File: src/rtl/core/twhm_pkg.sv
// ----------------------------------------------------------------------------
// twhm_pkg: shared types and constants of the time-window hit merger
// Beat formats, cell chain types, register indexes and sequencer states.
// ----------------------------------------------------------------------------
package twhm_pkg;

    // table depth, one cell per entry
    localparam int MAX_HITS = 32;
    // wide enough to hold MAX_HITS itself
    localparam int COUNT_W = $clog2(MAX_HITS + 1);
    // fixed width of the entry_count field on the output beat
    localparam int ENTRY_COUNT_W = 6;

    localparam int CFG_INDEX_W = 1;
    localparam int CFG_DATA_W  = 32;

    localparam logic [CFG_INDEX_W-1:0] REG_ENERGY_THRESHOLD = CFG_INDEX_W'(0);
    localparam logic [CFG_INDEX_W-1:0] REG_TIME_RESOLUTION  = CFG_INDEX_W'(1);

    localparam logic [31:0] THRESHOLD_RESET  = 32'd10000; // 10 keV in eV
    localparam logic [31:0] RESOLUTION_RESET = 32'd300;   // 30 ns in 0.1 ns

    localparam logic OP_DEPOSIT   = 1'b0;
    localparam logic OP_END_EVENT = 1'b1;

    typedef struct packed {
        logic        opcode;
        logic [15:0] sensor_number;
        logic [31:0] arrival_time;
        logic [31:0] deposit_energy;
    } in_beat_t;

    typedef struct packed {
        logic                     is_trailer;
        logic [15:0]              hit_sensor;
        logic [31:0]              hit_energy;
        logic [31:0]              hit_time;
        logic [31:0]              event_number;
        logic [ENTRY_COUNT_W-1:0] entry_count;
        logic                     overflowed;
        logic                     last;
    } out_beat_t;

    // deposit walking down the cell chain
    typedef struct packed {
        logic        valid;
        logic        done;     // merged or appended
        logic        tried;    // first entry on this sensor already tested
        logic        appended; // opened a new entry
        logic [15:0] sensor;
        logic [31:0] stamp;
        logic [31:0] energy;
    } token_t;

    // one table entry held by one cell
    typedef struct packed {
        logic        occupied;
        logic [15:0] sensor;
        logic [31:0] energy;
        logic [31:0] stamp;
    } entry_t;

    typedef struct packed {
        logic        shift;      // move every entry one cell toward the head
        logic [31:0] resolution; // merge window
    } cell_ctrl_t;

    typedef struct packed {
        logic               busy;
        logic [COUNT_W-1:0] count;
    } ctrl_status_t;

    typedef enum logic [1:0] {
        ST_IDLE,
        ST_WALK,
        ST_DRAIN
    } ctrl_state_t;

endpackage

File: src/rtl/core/twhm_ctrl.sv
// ----------------------------------------------------------------------------
// twhm_ctrl: sequencer and output register of the hit merger
// Injects deposits into the cell chain, tracks count and overflow, and
// drains the chain into result beats followed by the trailer.
// ----------------------------------------------------------------------------
module twhm_ctrl (
    input  logic                   clk,
    input  logic                   rst_n,
    input  logic                   in_valid,
    output logic                   in_stall,
    input  twhm_pkg::in_beat_t     in_beat,
    output logic                   out_valid,
    input  logic                   out_stall,
    output twhm_pkg::out_beat_t    out_beat,
    input  logic [31:0]            threshold,
    input  twhm_pkg::entry_t       head,
    input  twhm_pkg::token_t       tok_exit,
    output twhm_pkg::token_t       tok_inject,
    output logic                   shift,
    output twhm_pkg::ctrl_status_t status
);
    import twhm_pkg::*;

    ctrl_state_t        state_reg, state_next;
    token_t             tok_reg, tok_next;
    logic               out_valid_reg, out_valid_next;
    out_beat_t          out_beat_reg, out_beat_next;
    logic [31:0]        event_counter_reg, event_counter_next;
    logic [COUNT_W-1:0] count_reg, count_next;
    logic               overflow_reg, overflow_next;
    logic               accept;
    logic               out_free;

    always_comb
    begin
        state_next         = state_reg;
        tok_next           = '0;
        out_valid_next     = out_valid_reg;
        out_beat_next      = out_beat_reg;
        event_counter_next = event_counter_reg;
        count_next         = count_reg;
        overflow_next      = overflow_reg;
        shift              = 1'b0;

        in_stall = state_reg != ST_IDLE;
        accept   = in_valid && !in_stall;
        out_free = !out_valid_reg || !out_stall;

        if (out_valid_reg && !out_stall)
        begin
            out_valid_next = 1'b0;
        end

        case (state_reg)
            ST_IDLE:
            begin
                if (accept)
                begin
                    if (in_beat.opcode == OP_END_EVENT)
                    begin
                        event_counter_next = event_counter_reg + 32'd1;
                        state_next         = ST_DRAIN;
                    end
                    else if (in_beat.deposit_energy != '0)
                    begin
                        tok_next.valid  = 1'b1;
                        tok_next.sensor = in_beat.sensor_number;
                        tok_next.stamp  = in_beat.arrival_time;
                        tok_next.energy = in_beat.deposit_energy;
                        state_next      = ST_WALK;
                    end
                end
            end

            ST_WALK:
            begin
                if (tok_exit.valid)
                begin
                    if (tok_exit.appended)
                    begin
                        count_next = COUNT_W'(count_reg + 1'b1);
                    end
                    if (!tok_exit.done)
                    begin
                        overflow_next = 1'b1;
                    end
                    state_next = ST_IDLE;
                end
            end

            ST_DRAIN:
            begin
                if (out_free)
                begin
                    if (head.occupied)
                    begin
                        // advance the chain; drop entries below threshold
                        shift = 1'b1;
                        if (head.energy >= threshold)
                        begin
                            out_valid_next             = 1'b1;
                            out_beat_next.is_trailer   = 1'b0;
                            out_beat_next.hit_sensor   = head.sensor;
                            out_beat_next.hit_energy   = head.energy;
                            out_beat_next.hit_time     = head.stamp;
                            out_beat_next.event_number = event_counter_reg;
                            out_beat_next.entry_count  = '0;
                            out_beat_next.overflowed   = 1'b0;
                            out_beat_next.last         = 1'b0;
                        end
                    end
                    else
                    begin
                        out_valid_next             = 1'b1;
                        out_beat_next.is_trailer   = 1'b1;
                        out_beat_next.hit_sensor   = '0;
                        out_beat_next.hit_energy   = '0;
                        out_beat_next.hit_time     = '0;
                        out_beat_next.event_number = event_counter_reg;
                        out_beat_next.entry_count  = ENTRY_COUNT_W'(count_reg);
                        out_beat_next.overflowed   = overflow_reg;
                        out_beat_next.last         = 1'b1;
                        count_next                 = '0;
                        overflow_next              = 1'b0;
                        state_next                 = ST_IDLE;
                    end
                end
            end

            default:
            begin
                state_next = ST_IDLE;
            end
        endcase
    end

    always_ff @(posedge clk or negedge rst_n)
    begin
        if (!rst_n)
        begin
            state_reg         <= ST_IDLE;
            tok_reg           <= '0;
            out_valid_reg     <= 1'b0;
            event_counter_reg <= '0;
            count_reg         <= '0;
            overflow_reg      <= 1'b0;
        end
        else
        begin
            state_reg         <= state_next;
            tok_reg           <= tok_next;
            out_valid_reg     <= out_valid_next;
            event_counter_reg <= event_counter_next;
            count_reg         <= count_next;
            overflow_reg      <= overflow_next;
        end
    end

    always_ff @(posedge clk)
    begin
        out_beat_reg <= out_beat_next;
    end

    assign tok_inject   = tok_reg;
    assign out_valid    = out_valid_reg;
    assign out_beat     = out_beat_reg;
    assign status.busy  = state_reg != ST_IDLE;
    assign status.count = count_reg;

endmodule

File: config.mk
export PLATFORM = sky130hd
export DESIGN_NAME = twhm_ctrl
export DESIGN_NICKNAME = d
export VERILOG_FILES = /design/src/rtl/core/twhm_pkg.sv /design/src/rtl/core/twhm_ctrl.sv
export SDC_FILE = /design/constraint.sdc
export NUM_CORES = 1
export LEC_CHECK = 0
export ABC_CLOCK_PERIOD_IN_PS = 9400
export CORE_AREA = 2 2 196 198
export DETAILED_ROUTE_END_ITERATION = 10
export DIE_AREA = 0 0 198 200
export DONT_BUFFER_PORTS = 1
export HOLD_SLACK_MARGIN = 0.06
export PLACE_DENSITY_LB_ADDON = 0.15
export RECOVER_POWER = 50
export SYNTH_ARGS = -nofsm -noshare
export SYNTH_HDL_FRONTEND = slang
export SYNTH_SLANG_ARGS = --single-unit
File: constraint.sdc
create_clock -name clk -period 9.4 [get_ports clk]
set_input_delay 0.47 -clock clk [delete_from_list [all_inputs] [get_ports clk]]
set_output_delay 0.47 -clock clk [all_outputs]
set_load 0.005 [all_outputs]
Yosys cells after proc, flatten, opt, wreduce, memory -nomap -nowiden. Index checks and enable logic that the tools add are counted.

Register bits: 244. Input port bits: 282. Output and inout bits: 215. Logic and storage cells: 80.

Add/sub/neg operators: 2. Order comparisons: 1. Eq/ne operators: 10. Multiplexer cells: 35. Reductions and logical operators: 15.

Operators with widths (number): 80-bit two-way mux (4); 121-bit two-way mux (1); 40-bit two-way mux (1); 32-bit by 1-bit adder with 32-bit output, second input constant (1); 32-bit greater-or-equal comparator (1); 32-bit nonzero test (1); 6-bit two-way mux (4); 1-bit two-way mux (16); 5-bit AND reduction (3); 2-bit two-way mux (6); 2-bit inequality test, second input constant (6); 6-bit one-hot mux with 2 select lines (1); 6-bit by 1-bit adder with 6-bit output, second input constant (1); 2-bit one-hot mux with 3 select lines (1); 3-bit AND reduction (2); 2-bit nonzero test (2); 1-bit zero test (3); 3-bit inequality test, second input constant (1); 2-bit by 1-bit == test with 1-bit output, second input constant (1); 2-bit == test, second input constant (1); 1-bit logical AND (2); 2-bit zero test (1); 2-bit by 1-bit inequality test with 1-bit output, second input constant (1); 1-bit one-hot mux with 2 select lines (1); 1-bit logical OR (1).

Longest topological paths before layout.
Depth in word-level cells: 7. Mapped depth: 7. Mapped depth without buffers: 7.

Worst setup path after synthesis. OpenSTA, ideal clock, no wires.

Path kind: input-to-reg. Start: input threshold[14]. End: register out_beat_reg, in the netlist out_beat[100], enable pin. Setup time: 0.639 ns. Arrival: 7.395 ns. Path slack: 1.367 ns. Stages: 7. Path buffers: 0. Cell sequence: inv_1 > ha_1 > and4_1 > nand2_1 > a2111oi_0 > o31ai_1 > a21oi_1.

Word-level cells in the longest chain between the ends: 3.

RTL lines: start, declared (line twhm_ctrl.sv:15) `input logic [31:0] threshold,`; 32-bit greater-or-equal comparator (line twhm_ctrl.sv:99) `if (head.energy >= threshold)`; 2-bit by 1-bit inequality test with 1-bit output (no line); 3-bit AND reduction (no line); end signal, assigned (line twhm_ctrl.sv:161) `out_beat_reg <= out_beat_next;`; end, declared (line twhm_ctrl.sv:27) `out_beat_t out_beat_reg, out_beat_next;`.

No other way between the ends. A chain may end at the register's enable or synchronous reset.

Final worst setup path.
Start: input threshold[14]. End: register out_beat_reg, in the netlist out_beat[48], enable pin.

Same word-level chain as after synthesis.

==> results.py <==
metrics = {
    "power_and_ir_drop": {
        "total_leakage_power_uw": 0.00497,
        "total_power_uw": 2660,
        "ir_worst_vdd_uv": 127,
        "power_density_mw_per_mm2": 222,
    },
    "cts": {
        "clk_latency_ps": 550,
        "postCtsSetupBuffers": 0,
        "cts_resized": 0,
        "cts.path.max_buffers": 3,
        "numClockSinks": 243,
        "cts_tree": "done",
        "cts-hold-fix-buffers": 78,
        "cts.htree.levels": 1,
        "cts-buffers-inserted": 28,
        "clock_pin_slew_worst_setup_and_hold_paths_ps": 60,
        "cts.root.buffer_cell": "sky130_fd_sc_hd__clkbuf_16",
    },
    "drt": {
        "detail_route.wl_per_cell_um": 19.3,
        "routed.top_layer": "met4",
        "final_antenna_net_count": 0,
        "vias": 5610,
        "detail_route.iter0.violations": 135,
        "routed_wirelength_mm": 25.4,
        "met2_wirelength_mm": 12.8,
        "drt-met1-wl_mm": 9.02,
        "met3_length_mm": 2.77,
        "first_pass_iters": 4,
        "drt_drc_violations_left": 0,
        "via_per_inst": 4.26,
    },
    "final_layout": {
        "post_layout_nonfiller_instances": 1318,
        "area.growth.synth_to_final_pct": 24.5,
        "finalInstanceArea_mm2": 0.0120,
        "num_antenna_cells": 0,
        "layout_commonest_cell": "sky130_fd_sc_hd__and2_1",
        "nNetsFinal": 1102,
        "share_of_post_route_cells_with_drive_strength_above_1_pct": 7.93,
        "layout.cells.most_common_list": "sky130_fd_sc_hd__and2_1 (131), sky130_fd_sc_hd__dfrtp_1 (123), sky130_fd_sc_hd__edfxtp_1 (120)",
        "flip_flop_count_of_the_largest_register_all_copies_and_words_added": 120,
    },
    "critical_path": {
        "cp.arrival_ps": 4410,
        "regToRegSetupSlack_ps": 6010,
        "r2r-start": "state_reg[1]$_DFFE_PN0P_",
        "crit_fanout": 65,
        "critical-path-max-stage-delay_ps": 880,
        "setup.worst_path.end_class": "flip-flop",
        "timing_worst_setup_path_type": "input pin to flip-flop",
        "critical_path_required_ps": 9570,
        "timing.critical_path.cells": "inv_1 -> ha_1 -> and4_1 -> nand2_1 -> a2111oi_0 -> o31ai_1 -> a21oi_4 -> buf_4 -> buf_4",
        "critical_path.most_common_cell": "sky130_fd_sc_hd__buf_4",
        "critPathLaunchType": "input pin",
        "ff2ff_path_depth": 5,
        "crit_path_start": "threshold[14]",
        "timing.critical_path.slowest_stage_cell": "sky130_fd_sc_hd__a2111oi_0",
        "r2r-end": "out_beat[48]$_SDFFCE_PN0P_",
    },
    "synth": {
        "synth.yosys.warnings": 0,
        "synthesis.instances": 697,
        "synth_area_mm2": 0.00963,
        "post_synth.cell_area_avg_um2": 13.8,
        "synthArstFlopShare_pct": 50.6,
        "synth.lib_cells_used.distinct": 46,
        "seq_area_frac_synth_pct": 69.4,
        "synth-main-ff-cell": "sky130_fd_sc_hd__dfrtp_1",
        "ys_ff_latch": 243,
        "synth_edf_count": 120,
    },
    "floorplan": {
        "floorplan.die.height_um": 200,
        "start_util_pct": 25.8,
        "design.die.area_mm2": 0.0396,
        "fp.dieW_um": 198,
        "boundaryPins": 497,
        "core_mm2": 0.0374,
        "std_cell_rows": 71,
    },
    "placed_design": {
        "numPortBuffers": 0,
        "post-place-cells": 1189,
        "gp_congestion": 0.875,
        "detailed_place_hpwl_mm": 18.2,
        "dp_slack_ps": 4520,
        "placedInstanceArea_mm2": 0.0102,
    },
    "global_route": {
        "track_usage_pct": 12.6,
        "antenna_found_initial": 0,
        "grt_overflow_total": 0,
        "grt_first_pass_wirelength_mm": 37.5,
        "maximum_number_of_pins_on_one_net_before_global_route_repair": 124,
        "grt_pass1_vias": 6095,
    },
    "min_path": {
        "hold_path_class": "input pin to flip-flop",
        "hp-start": "in_beat[60]",
        "whs_endpoint": "tok_inject[60]$_DFF_PN0_",
        "hold_path_depth": 1,
    },
    "timing": {
        "worst_slack_ps": 5160,
        "timing.max_slew.rel_slack_pct": 29.7,
        "f_max_mhz": 236,
        "timing_hold_violations_final": 0,
        "final_max_slew_viol_count": 0,
        "max_slew.worst_pin.slew_ps": 1030,
        "final.setup_skew_ps": 14.1,
        "setup_total_negative_slack_ps": 0,
        "setup_violations": 0,
        "grt_setup_unrepaired": "no",
        "final.min_clock_period_ps": 4240,
        "fin_crit_sh_pct": 45.1,
    },
    "outcome": {
        "outcome": "finished, final reports clean",
    },
    "run": {
        "drv_cap": 0,
    },
}
[worst max-delay path by stage]
stage / endpoint / cells after the start
4_1_cts: out_beat[48]$_SDFFCE_PN0P_ / 9
6_report: out_beat[48]$_SDFFCE_PN0P_ / 9
3_5_place_dp: out_beat[50]$_SDFFCE_PN0P_ / 9
2_1_floorplan: out_beat[100]$_SDFFCE_PN0P_ / 7
5_1_grt: out_beat[48]$_SDFFCE_PN0P_ / 9
3_3_place_gp: out_beat[38]$_DFFE_PP_ / 9
[kinds of logic (layout without fill, tap and decap cells)]
family	Yosys count	count (layout)	synth area share (%)
fa+ha+maj	34	34	4.42
flops	243	243	69.4
simple gates	282	282	17.7
compound gates	35	35	2.29
xor+xnor	36	36	3.27
other cells	1	3	0.0389
buf+inv	65	173	2.84
mux	1	1	0.117
[through the flow]
step	utilization, %	hold slack [ps]
4_1_cts	32.1	61.3
2_1_floorplan	-	174
5_1_grt	32.1	70.1
3_3_place_gp	27.3	179
6_report	32.1	116
3_5_place_dp	27.3	177
[worst max-delay path: cells and delay by family]
kind | cells | cell delay [ps]
and+or+nand+nor | 2 | 340
buffers and inverters | 3 | 1260
AOI/OAI and AO/OA | 3 | 1990
adders and majority gates | 1 | 300
[synth_stat cells, types with 7 or more instances]
master	count	area share (%)
sky130_fd_sc_hd__clkbuf_1	17	0.66
sky130_fd_sc_hd__ha_1	34	4.4
sky130_fd_sc_hd__xor2_1	19	1.7
sky130_fd_sc_hd__nor2_1	20	0.78
sky130_fd_sc_hd__o21ai_0	7	0.36
sky130_fd_sc_hd__nand2_1	24	0.94
sky130_fd_sc_hd__nand3_1	16	0.83
sky130_fd_sc_hd__dfrtp_1	123	32
sky130_fd_sc_hd__inv_1	41	1.6
sky130_fd_sc_hd__edfxtp_1	120	37
sky130_fd_sc_hd__nor2b_1	7	0.45
sky130_fd_sc_hd__a21oi_1	14	0.73
sky130_fd_sc_hd__xnor2_1	17	1.5
sky130_fd_sc_hd__nor4_1	10	0.65
sky130_fd_sc_hd__nand4_1	14	0.91
sky130_fd_sc_hd__and2_1	160	10
[power breakdown]
| group | internal, uW | switching [uW] | leakage (uW) |
|---|---|---|---|
| Combinational | 85.0 | 115 | 0.00169 |
| Sequential | 1230 | 83.3 | 0.00279 |
| Clock | 705 | 441 | 0.000493 |
[layout make-up]
type                            count  area (um^2)
Clock inverter                     15          156
Timing Repair Buffer               81          821
Inverter                           41          154
Sequential cell                   243         6680
Tap cell                          511          639
Clock buffer                       36          835
Multi-Input combinational cell    391         2710
Fill cell                        3642        25400
[per-layer routing]
layer / vias to the layer above / track usage, %
met5: - / 0
met4: 0 / 4.54
met3: 44 / 5.58
met2: 318 / 22.5
met1: 2697 / 13.0
li1: 2551 / -
No activity file was read; power rests on OpenSTA's default activity.
